$ cat src/latency_stats_percentile_core_macros.svh
// Assertion macros shared by the latency statistics block.
`ifndef LATENCY_STATS_PERCENTILE_CORE_MACROS_SVH
`define LATENCY_STATS_PERCENTILE_CORE_MACROS_SVH

// Same-cycle implication, disabled while reset is asserted.
`define LSP_ASSERT_NOW(label, clk, rst_n, ante, cons) \
    label: assert property (@(posedge clk) disable iff (!rst_n) (ante) |-> (cons)) \
        else $error("latency stats assertion failed");

// Next-cycle implication, disabled while reset is asserted.
`define LSP_ASSERT_NEXT(label, clk, rst_n, ante, cons) \
    label: assert property (@(posedge clk) disable iff (!rst_n) (ante) |=> (cons)) \
        else $error("latency stats assertion failed");

`endif

$ cat src/lsp_pkg.sv
// Package with constants and types for the latency statistics block.
`timescale 1ns / 1ps
package lsp_pkg;

    localparam int unsigned LSP_STORE_DEPTH = 256;
    localparam int unsigned PCT_W           = 7;
    localparam int unsigned PCT_SCALE       = 100;
    localparam int unsigned PCT_ROUND       = 99;
    localparam logic [PCT_W-1:0] PCT_FIRST_RST  = 7'd95;
    localparam logic [PCT_W-1:0] PCT_SECOND_RST = 7'd99;

    // Opcodes carried in the input tuser.
    localparam logic [1:0] OP_CLEAR  = 2'd0;
    localparam logic [1:0] OP_RECORD = 2'd1;
    localparam logic [1:0] OP_REPORT = 2'd2;

    // Configuration register indexes.
    localparam logic CFG_FIRST  = 1'b0;
    localparam logic CFG_SECOND = 1'b1;

    typedef enum logic [2:0] {
        ST_IDLE,
        ST_SHIFT,
        ST_PLACE,
        ST_RK_WAIT,
        ST_RK_ADDR,
        ST_RK_DATA,
        ST_OUT
    } t_state;

endpackage

$ cat src/lsp_rank.sv
// Nearest-rank address pipeline: ceil(p*n/100) clamped to 1..n, minus one.
`timescale 1ns / 1ps
module lsp_rank
    import lsp_pkg::*;
#(
    parameter int unsigned STORE_DEPTH = LSP_STORE_DEPTH,
    localparam int unsigned CW = $clog2(STORE_DEPTH + 1),
    localparam int unsigned AW = (STORE_DEPTH > 1) ? $clog2(STORE_DEPTH) : 1
) (
    input  logic                  i_clk,
    input  logic [PCT_W-1:0]      i_pct,
    input  logic [CW-1:0]         i_n,
    output logic [AW-1:0]         o_addr
);
    localparam int unsigned XW = PCT_W + CW + 1;
    localparam int unsigned K  = XW + 7;
    localparam int unsigned PW = XW + K;
    localparam int unsigned RW = XW + 7;
    localparam longint unsigned RECIP = (64'd1 << K) / PCT_SCALE;

    logic [XW-1:0] r_x;
    logic [XW-1:0] r_x2;
    logic [PW-1:0] r_prod;
    logic [CW-1:0] r_n1;
    logic [CW-1:0] r_n2;
    logic [XW-1:0] q0;
    logic [RW-1:0] rem;
    logic [XW-1:0] q;
    logic [XW-1:0] rank;

    // Stage 1: p*n plus rounding term; stage 2: multiply by reciprocal of 100.
    always_ff @(posedge i_clk) begin
        r_x    <= XW'(i_pct) * XW'(i_n) + XW'(PCT_ROUND);
        r_n1   <= i_n;
        r_prod <= PW'(r_x) * PW'(RECIP);
        r_x2   <= r_x;
        r_n2   <= r_n1;
    end

    // The reciprocal quotient is low by at most one; correct and clamp.
    always_comb begin
        q0  = r_prod[PW-1:K];
        rem = RW'(r_x2) - RW'(q0) * RW'(PCT_SCALE);
        q   = (rem >= RW'(PCT_SCALE)) ? q0 + XW'(1) : q0;
        if (q == '0) begin
            rank = XW'(1);
        end else if (q > XW'(r_n2)) begin
            rank = XW'(r_n2);
        end else begin
            rank = q;
        end
        o_addr = AW'(rank - XW'(1));
    end

endmodule

$ cat config.mk
export PLATFORM = sky130hd
export DESIGN_NAME = lsp_rank
export DESIGN_NICKNAME = d
export VERILOG_FILES = /design/src/latency_stats_percentile_core_macros.svh /design/src/lsp_pkg.sv /design/src/lsp_rank.sv
export SDC_FILE = /design/constraint.sdc
export NUM_CORES = 1
export LEC_CHECK = 0
export BUFFER_PORTS_ARGS = -buffer_cell sky130_fd_sc_hd__buf_2
export CORE_UTILIZATION = 55
export CTS_CLUSTER_DIAMETER = 30
export DETAILED_ROUTE_END_ITERATION = 7
export PLACE_DENSITY = 0.71
export SYNTH_ARGS = -nofsm -noshare
export SYNTH_HDL_FRONTEND = slang
export SYNTH_SLANG_ARGS = --single-unit
$ cat constraint.sdc
create_clock -name i_clk -period 21 [get_ports i_clk]
set_input_delay 2.1 -clock i_clk [delete_from_list [all_inputs] [get_ports i_clk]]
set_output_delay 2.1 -clock i_clk [all_outputs]
set_load 0.05 [all_outputs]
# Word level (Yosys, flattened, before mapping)
# Cells that the tools add are included.
# Widths: inputs -> output; s select.
[word_totals]
register_bits = 85
latch_bits = 0
ramBits = 0
romBits = 0
wordCells = 18
n_memories = 0
[classes]
addsub = 4
mul = 3
div_mod_pow = 0
order_cmp = 2
n_eq_ne = 0
shift = 0
muxes = 3
n_bitwise = 0
n_reduce_logical = 1
[op_table]
columns = ["op", "count"]
rows = [
  ["$mul 17x16->33 const B", 1],
  ["$ge 24x7->1 const B", 1],
  ["$sub 17x18->19", 1],
  ["$add 16x7->17 const B", 1],
  ["$logic_not 17->1", 1],
  ["$mul 11x5->16 const B", 1],
  ["$mul 7x9->16", 1],
  ["$mux 8", 2],
  ["$add 11x1->12 const B", 1],
  ["$gt 12x9->1", 1],
  ["$mux 12", 1],
  ["$sub 8x1->8 const B", 1],
]

# Depth between registers and ports, before layout
# Gate-level depths: netlist (run 1).
[logic_depth]
ltp_word = 8
mapped_depth = 45
depth_no_buf = 42

# Worst setup path after synthesis (run 1)
# Ideal clock, no wire load.
[synth_timing]
kind = "register -> output"
start = "register r_prod[27]"
end = "output port o_addr[4]"
arrival_time_ps = 9689
required_time_ps = 18900
setup_slack_ps = 9211
path_stages_with_launch = 42
cell_sequence = "dfxtp_1 ha_1 ha_1 fa_1 ha_1 nor2b_1 o21ai_0 nand2b_1 a21o_1 a21o_1 a21o_1 a21o_1 a21o_1 a21oi_1 xor2_1 ha_1 o21a_1 o21ai_0 [6 not listed] inv_1 ha_1 nor2b_1 o21a_1 o21ai_0 nand2b_1 a21oi_1 o21ai_0 a21o_1 a21oi_1 o211a_2 buf_6 clkbuf_1 a21oi_1 nor2_1 ha_1 a21oi_1 o21ai_0"
[synth_between]
elab_chain_len = 8
word_cells_on_any_way = 10
cone_classes = "add/sub: 3; mul: 1; order compare: 2; mux: 3; reduce/logical: 1"
[synth_rtl]
columns = ["item", "line", "text"]
rows = [
  ["from (decl)", "lsp_rank.sv:23", "logic [PW-1:0] r_prod;"],
  ["from (signal assigned)", "lsp_rank.sv:35", "r_prod <= PW'(r_x) * PW'(RECIP);"],
  ["$mul 11x5->16", "lsp_rank.sv:43", "rem = RW'(r_x2) - RW'(q0) * RW'(PCT_SCALE);"],
  ["$sub 17x18->19", "lsp_rank.sv:43", ""],
  ["$ge 24x7->1", "lsp_rank.sv:44", "q = (rem >= RW'(PCT_SCALE)) ? q0 + XW'(1) : q0;"],
  ["$mux 12 (*)", "lsp_rank.sv:44", ""],
  ["$gt 12x9->1", "lsp_rank.sv:47", "end else if (q > XW'(r_n2)) begin"],
  ["$mux 8", "lsp_rank.sv:47", ""],
  ["$mux 8 (*)", "lsp_rank.sv:45", "if (q == '0) begin"],
  ["$sub 8x1->8 (*)", "lsp_rank.sv:52", "o_addr = AW'(rank - XW'(1));"],
  ["to (decl)", "lsp_rank.sv:13", "output logic [AW-1:0] o_addr"],
]
# Every way passes the cells marked *; elsewhere a longest branch is shown, timed or not.

# Final worst setup path (run 1)
[layout_timing]
start = "register r_prod[27]"
end = "output port o_addr[6]"
# The elaborated chain is that of the path after synthesis.

==> results.txt, run 1 <==
Core area: 0.0196 sq mm
EDFF count, synth: 0
Clk_lat worst skew: 0.34 ns
Synth Instances: 1118
DIE AREA: 0.0207 sq mm
HP Class: reg2reg
Global-route wire length before repair: 37.5 mm
Period minus WS final: 11.63 ns
TritonCTS clock tree: built
Worst slew margin: 55.5%
Port bufs: 24
Final worst-path cycle share: 55.4%
Max Clock Freq: 86.0 MHz
Nets: 1567
Leading area contributor after synthesis: ha_1
Worst Reg-to-Reg Cells: 21
GP Congestion: 0.883
Register area share after synthesis: 11.0%
Largest family of logic cells by synthesized area: adder cells
Most frequent cell after synthesis: ha_1
Compound-Gate Fraction of Synth Area: 8.70%
Largest net degree at the start of global routing: 22
Endpoint class of the critical path: primary output
Top Ports: 25
DRT Pass-1 Iters: 5
Inserted Diodes: 0
Worst Path Class, Setup: reg2out
Die height: 144 microns
R2r setup slk: 14.53 ns
Synth warn: 0
Post-synth top area share: 28.9%
Residual DRC count: 0
CTS resizes: 0
Vias: 7700
Worst Tran Pin Value: 0.666 ns
Non-Filler Instances: 1413
Routed WL: 22.1 mm
Antenna violations before repair: 0
CP startpoint: r_prod[27]
Clock transition at the registers of the reported paths: 0.06 ns
Final setup vio count: 0
First DRT Iteration DRCs: 257
CTS Buf Count: 9
Netlist Area Pre-Place: 0.0111 sq mm
Ys flop type: dfxtp_1
Async S/R FF share, synth: 0%
Final WS setup: 9.37 ns
CTS sink cnt: 61
H-Tree Depth: 3
Global Route Usage Sum: 23.3%
Slowest-stage cell, CP: o211a_2
Detail-routed via count per cell: 5.45
CP max stage delay: 0.50 ns
Fillers: 1673
Xor and xnor area share after synthesis: 4.09%
Final Hold Fails: 0
Post-CTS Hold Buffers: 0
Placed cells: 1397
Syn_nets: 1542
Post-synth top cells: ha_1 (256), inv_1 (207), fa_1 (151), dfxtp_1 (61), nand2_1 (57)
Share of layout cells above drive strength 1: 5.75%
Crit path required time: 18.90 ns
Clock buffer depth: 2
Dpl hpwl: 18.9 mm
Post-Synth Adder-Cell Area: 56.2%
Reg-to-Reg Start: r_x[9]
# Post-CTS Setup Buffers: 0
Area growth syn-to-layout: 6.04%
Die width: 144 microns
Status: finished, final reports clean
Critical path arrival: 9.53 ns
Remaining antenna violation count: 0
Clk root buf: clkbuf_16
Row cnt: 51
Final Max Slew Viols: 0
Multiplexer share of the synthesized area: 1.16%
Synth Area in Simple Gates: 11.4%
Synth top area cells: ha_1 (29%), fa_1 (27%), dfxtp_1 (11%)
Hold path depth: 0
Total of max-cap violations: 0
Synth unique cells: 74
GRT overflow: 0
Starting Density: 56.6%
Post-place setup slack: 9.74 ns
Unrepaired setup endpoints after global routing: no
Skew final: 0.0130 ns
Hold_sp: r_n1[0]
Avg Cell Area, Syn: 9.92 sq um
Routed wire per std cell: 15.6 microns
Vias in the first global route: 7861
Critical Path Source Type: flop
Seq cells post-synth: 61
Final setup TNS: 0 ns
Crit path max fanout: 21
flip-flops by register name (all words and copies together) (netlist names):
signal and count:
r_x 17, r_n2 9, r_n1 9, r_x2 15
r_prod 11
cells by family after synthesis:
logic type,Yosys count
DFF,61
xor gates and xnor gates,50
AOI/OAI and AO/OA,141
and+or+nand+nor,230
buffers and inverters,217
muxes,12
adders and majority gates,407
per-layer routing:
layer / vias up / wire length, microns / track usage (%)
met5: - / 0 / 0
met4: 0 / 213 / 3.75
met3: 19 / 555 / 2.22
met2: 107 / 10800 / 39.7
met1: 3797 / 10500 / 32.5
li1: 3777 / - / -
path summary, 6_finish.rpt:
| path | to |
|---|---|
| setup reg to reg | r_prod[34] |
| hold / removal | r_n2[0] |
| hold reg to reg | r_n2[0] |
| setup / recovery | o_addr[6] |
layout by cell type (no fill, tap or decap), types with 4 or more instances in the layout:
cell type and instances:
buf_2 24, o21a_1 13, nor3b_1 5, nor4b_1 4, xor2_1 14, and2_1 32
nand2_1 57, a31oi_1 5, o21ai_0 27, xnor2_1 34, dfxtp_1 61, fa_1 151
nor3_1 13, and3_1 6, nand2b_1 10, nor2_1 37, ha_1 256, nand3b_1 6
a211oi_1 6, mux2i_1 8, inv_1 207, clkbuf_16 9, nand4_1 4, a21o_1 18
nor2b_1 12, a21oi_1 34, nor4_1 7, nand3_1 14
worst max-delay path: cells and delay by family (launching register included):
| kind | cells | cell delay (ns) |
|---|---|---|
| flops | 1 | 0.47 |
| xor+xnor | 1 | 0.11 |
| fa+ha+maj | 7 | 2.36 |
| buf+inv | 2 | 0.34 |
| mux | 1 | 0.28 |
| compound gates | 19 | 3.80 |
| simple gates | 9 | 1.82 |
final cells by class:
cell class	instances	area [sq um]	area share, %
flip-flops and latches	61	1220	10.4
inverters	207	777	6.61
well taps	265	332	2.82
repair buffers	24	120	1.02
clock inverters	7	50.0	0.426
clock buffers	9	225	1.92
multi-input cells	840	9030	76.8
through the flow:
step / hold slack [ns] / utilization [%] / area [sq um]
6_report: 0.324 / 60.0 / 11800
5_1_grt: 0.330 / 60.0 / 11800
4_1_cts: 0.325 / 60.0 / 11800
3_5_place_dp: 0.312 / 58.6 / 11500
3_3_place_gp: 0.312 / 58.6 / 11500
2_1_floorplan: 0.310 / - / 11100
Power of run 1 is not shown: default switching activity piles up to over one toggle a cycle in this logic, so the estimate is an artifact.
==> run 2: changes to the inputs <==
==> constraint.sdc (replaced) <==
create_clock -name i_clk -period 11.5 [get_ports i_clk]
set_input_delay 1.15 -clock i_clk [delete_from_list [all_inputs] [get_ports i_clk]]
set_output_delay 1.15 -clock i_clk [all_outputs]
set_load 0.05 [all_outputs]
==> run 2 against run 1 <==
Effect of this change: count of clock-buffer cells in the layout did not move; non-clock buffer count did not move; largest cell class unchanged; critical path type unchanged; worst hold slack barely moved.
==> results.txt, run 2 (synthesized netlist as in run 1, its figures left out) <==
Crit path max fanout: 21 (unchanged)
Biggest register: r_x (unchanged)
Final setup TNS: 0 ns (unchanged)
Critical path arrival: 9.48 ns (was 9.53 ns)
Detail-routed via count per cell: 5.42 (was 5.45)
DIE AREA: 0.0207 sq mm (unchanged)
Global-route wire length before repair: 37.6 mm (was 37.5 mm)
Die width: 144 microns (unchanged)
Port bufs: 24 (unchanged)
Worst slew margin: 56.9% (was 55.5%)
CTS sink cnt: 61 (unchanged)
GRT overflow: 0 (unchanged)
Row cnt: 51 (unchanged)
Routed wire per std cell: 15.6 microns (about the same)
Worst Tran Pin Value: 0.645 ns (was 0.666 ns)
Global Route Usage Sum: 23.4% (was 23.3%)
Top flop regs: r_x x17, r_x2 x15, r_prod x11 (unchanged)
Final setup vio count: 0 (unchanged)
Residual DRC count: 0 (unchanged)
Worst Path Class, Setup: reg2out (unchanged)
First DRT Iteration DRCs: 299 (was 257)
Dpl hpwl: 18.9 mm (about the same)
Max Clock Freq: 94.1 MHz
Core area: 0.0196 sq mm (unchanged)
Max reg flops: 17 (unchanged)
Remaining antenna violation count: 0 (unchanged)
GP Congestion: 0.883 (about the same)
# Post-CTS Setup Buffers: 0 (unchanged)
Starting Density: 56.6% (unchanged)
Crit path required time: 10.35 ns (was 18.90 ns)
Clock buffer depth: 2 (unchanged)
Unrepaired setup endpoints after global routing: no (unchanged)
Most common cell after layout, fill and taps aside: ha_1 (unchanged)
Slowest-stage cell, CP: o211a_2 (unchanged)
Die height: 144 microns (unchanged)
Top Ports: 25 (unchanged)
Skew final: 0.00714 ns (was 0.0130 ns)
Final worst-path cycle share: 92.4%
TritonCTS clock tree: built (unchanged)
H-Tree Depth: 3 (unchanged)
DRT Pass-1 Iters: 5 (unchanged)
Critical Path Source Type: flop (unchanged)
Clk root buf: clkbuf_16 (unchanged)
Endpoint class of the critical path: primary output (unchanged)
CTS resizes: 0 (unchanged)
Area growth syn-to-layout: 6.25% (was 6.04%)
CTS Buf Count: 9 (unchanged)
Clock transition at the registers of the reported paths: 0.05 ns (was 0.06 ns)
Inserted Diodes: 0 (unchanged)
Post-CTS Hold Buffers: 0 (unchanged)
Status: finished, final reports clean (unchanged)
Final Max Slew Viols: 0 (unchanged)
Commonest cells after routing, fill and taps aside: ha_1 (256), inv_1 (207), fa_1 (151), dfxtp_1 (61), nand2_1 (57) (unchanged)
Vias in the first global route: 7894 (was 7861)
Critical path buffer and inverter count: 2 (unchanged)
Fillers: 1669 (was 1673)
CP max stage delay: 0.50 ns (about the same)
Period minus WS final: 10.63 ns
Vias: 7662 (was 7700)
Top delay family on crit path: compound AO/OA/AOI/OAI gates (unchanged)
Routed WL: 22.1 mm (about the same)
Largest net degree at the start of global routing: 22 (unchanged)
Nets: 1567 (unchanged)
Clk_lat worst skew: 0.33 ns (was 0.34 ns)
HP Class: reg2reg (unchanged)
Total of max-cap violations: 0 (unchanged)
Antenna violations before repair: 0 (unchanged)
Final Hold Fails: 0 (unchanged)
Share of layout cells above drive strength 1: 5.75% (unchanged)
[run 2: cell count changes in the layout (fill, tap and decap cells not counted)]
cell / delta
bufinv_16: +1
clkinvlp_4: +1
clkinv_4: -1
clkinv_2: -1
[run 2: routing by layer]
| metal | GRT usage (%) | up-vias | wire, microns |
|---|---|---|---|
| met5 | 0 | - | 0 |
| met4 | 4.26 | 0 | 256 |
| met3 | 2.52 | 23 | 660 |
| met2 | 39.5 | 106 | 10700 |
| met1 | 32.6 | 3764 | 10400 |
| li1 | - | 3769 | - |
[run 2: per-stage QoR]
| step | setup WS, ns | area (sq um) | std cells | hold WS, ns | utilization [%] |
|---|---|---|---|---|---|
| 3_3_place_gp | 1.40 | 11500 | 1397 | 0.312 | 58.6 |
| 2_1_floorplan | 0.661 | 11100 | 1118 | 0.310 | - |
| 5_1_grt | 0.239 | 11800 | 1413 | 0.332 | 60.1 |
| 4_1_cts | 0.853 | 11800 | 1413 | 0.325 | 60.1 |
| 6_report | 0.869 | 11800 | 1413 | 0.324 | 60.1 |
| 3_5_place_dp | 1.22 | 11500 | 1397 | 0.312 | 58.6 |
[run 2: final cells by class]
cell class,count,area (sq um),share of cell area (%)
Inverter,207,777,6.60
Timing Repair Buffer,24,120,1.02
Clock buffer,9,225,1.91
Tap cell,265,332,2.81
Sequential cell,61,1220,10.4
Multi-Input combinational cell,840,9030,76.7
Clock inverter,7,73.8,0.627
[run 2: worst paths after layout]
| kind | startpoint | end | slack, ns | depth (start not counted) |
|---|---|---|---|---|
| worst max-delay path | r_prod[27] | o_addr[6] | 0.87 | 39 |
| worst min-delay path | r_n1[8] | r_n2[8] | 0.32 | 0 |
| worst max register to register | r_x[11] | r_prod[34] | 5.09 | 21 |
| worst min register to register | r_n1[8] | r_n2[8] | 0.32 | 0 |
Power of run 2 is left out for the same reason.
==> run 3: changes to the inputs <==
--- a/config.mk
+++ b/config.mk
@@ -6,6 +6,7 @@
 export NUM_CORES = 1
 export LEC_CHECK = 0
 export BUFFER_PORTS_ARGS = -buffer_cell sky130_fd_sc_hd__buf_2
+export CORE_ASPECT_RATIO = 1.25
 export CORE_UTILIZATION = 55
 export CTS_CLUSTER_DIAMETER = 30
 export DETAILED_ROUTE_END_ITERATION = 7
==> run 3 against run 2 <==
Effect of this change: non-clock buffer count unchanged; critical endpoint unchanged; highest routed layer unchanged; register-to-register slack worse by 0.10 ns; cell count unchanged.
==> results.txt, run 3 (synthesized netlist as in run 1, its figures left out) <==
Row cnt: 57 (was 51)
Die width: 129 microns (was 144 microns)
H-Tree Depth: 3 (unchanged)
CP max stage delay: 0.50 ns (about the same)
Fin util: 60.1% (about the same)
Vias in the first global route: 8291 (was 7894)
Critical Path Source Type: flop (unchanged)
Non-Filler Instances: 1413 (unchanged)
Starting Density: 56.5% (was 56.6%)
Remaining antenna violation count: 0 (unchanged)
Final setup vio count: 0 (unchanged)
Global-route wire length before repair: 39.0 mm (was 37.6 mm)
Crit path max fanout: 21 (unchanged)
Final Max Slew Viols: 0 (unchanged)
Die height: 161 microns (was 144 microns)
Critical path arrival: 9.47 ns (was 9.48 ns)
Inserted Diodes: 0 (unchanged)
DRT Pass-1 Iters: 4 (was 5)
Area growth syn-to-layout: 6.28% (was 6.25%)
Largest net degree at the start of global routing: 22 (unchanged)
Routed wire per std cell: 15.9 microns (was 15.6 microns)
Final Hold Fails: 0 (unchanged)
Critical path buffer and inverter count: 2 (unchanged)
Endpoint class of the critical path: primary output (unchanged)
GP Congestion: 0.858 (was 0.883)
Skew final: 0.00646 ns (was 0.00714 ns)
Clk root buf: clkbuf_16 (unchanged)
Max Clock Freq: 94.2 MHz (was 94.1 MHz)
Detail-routed via count per cell: 5.47 (was 5.42)
HP Class: reg2reg (unchanged)
CTS Buf Count: 9 (unchanged)
Most common cell after layout, fill and taps aside: ha_1 (unchanged)
Final worst-path cycle share: 92.4% (about the same)
Global Route Usage Sum: 24.2% (was 23.4%)
Vias: 7725 (was 7662)
Nets: 1567 (unchanged)
Slowest-stage cell, CP: o211a_2 (unchanged)
TritonCTS clock tree: built (unchanged)
Share of layout cells above drive strength 1: 5.75% (unchanged)
Crit path required time: 10.35 ns (about the same)
Max reg flops: 17 (unchanged)
Biggest register: r_x (unchanged)
Clock transition at the registers of the reported paths: 0.06 ns (was 0.05 ns)
# Post-CTS Setup Buffers: 0 (unchanged)
Core area: 0.0196 sq mm (about the same)
Residual DRC count: 0 (unchanged)
CTS sink cnt: 61 (unchanged)
Placed cells: 1397 (unchanged)
GRT overflow: 0 (unchanged)
Top flop regs: r_x x17, r_x2 x15, r_prod x11 (unchanged)
Clk_lat worst skew: 0.34 ns (was 0.33 ns)
Worst Path Class, Setup: reg2out (unchanged)
Status: finished, final reports clean (unchanged)
Clock buffer depth: 2 (unchanged)
First DRT Iteration DRCs: 357 (was 299)
Final setup TNS: 0 ns (unchanged)
Routed WL: 22.5 mm (was 22.1 mm)
Antenna violations before repair: 0 (unchanged)
Post-CTS Hold Buffers: 0 (unchanged)
Worst slew margin: 51.7% (was 56.9%)
Worst Tran Pin Value: 0.724 ns (was 0.645 ns)
Period minus WS final: 10.62 ns (was 10.63 ns)
Unrepaired setup endpoints after global routing: no (unchanged)
Port bufs: 24 (unchanged)
Total of max-cap violations: 0 (unchanged)
Commonest cells after routing, fill and taps aside: ha_1 (256), inv_1 (207), fa_1 (151), dfxtp_1 (61), nand2_1 (57) (unchanged)
Top Ports: 25 (unchanged)
CTS resizes: 0 (unchanged)
Dpl hpwl: 19.0 mm (was 18.9 mm)
Top delay family on crit path: compound AO/OA/AOI/OAI gates (unchanged)
DIE AREA: 0.0207 sq mm (about the same)
## run 3: layout make-up
class | instances | area [sq um]
clock inverter | 6 | 62.6
timing repair buffer | 24 | 120
clock buffer | 10 | 239
tap | 265 | 332
multi-input combinational | 840 | 9030
sequential | 61 | 1220
fill | 1684 | 7830
inverter | 207 | 777
## run 3: metrics by stage
| step | cell area, sq um | hold WS, ns | setup WS (ns) |
|---|---|---|---|
| 4_1_cts | 11800 | 0.325 | 0.890 |
| 3_5_place_dp | 11500 | 0.314 | 1.29 |
| 6_report | 11800 | 0.320 | 0.879 |
| 3_3_place_gp | 11500 | 0.310 | 1.39 |
| 5_1_grt | 11800 | 0.329 | 0.231 |
| 2_1_floorplan | 11100 | 0.310 | 0.661 |
## run 3: worst reg2reg max path: cells and delay by family, from the launching register on
kind	cells	cell delay, ns
AO/OA/AOI/OAI	8	1.24
XOR/XNOR	1	0.22
adder cells (fa/ha/maj)	7	3.25
buffers and inverters	2	0.11
flip-flops	1	0.78
AND/OR/NAND/NOR	3	0.79
## run 3: worst paths after layout
check | from | end | slack (ns) | cells past startpoint
min reg2reg | r_n1[6] | r_n2[6] | 0.32 | 0
min | r_n1[6] | r_n2[6] | 0.32 | 0
max | r_prod[27] | o_addr[6] | 0.88 | 39
max reg2reg | r_x[9] | r_prod[34] | 4.99 | 21
## run 3: routing by layer
| layer | track usage (%) | routed length, microns | up-vias |
|---|---|---|---|
| met5 | 0 | 0 | - |
| met4 | 7.81 | 522 | 0 |
| met3 | 3.00 | 534 | 40 |
| met2 | 42.5 | 11500 | 99 |
| met1 | 30.7 | 9950 | 3816 |
| li1 | - | - | 3770 |
Power of run 3 is left out for the same reason.
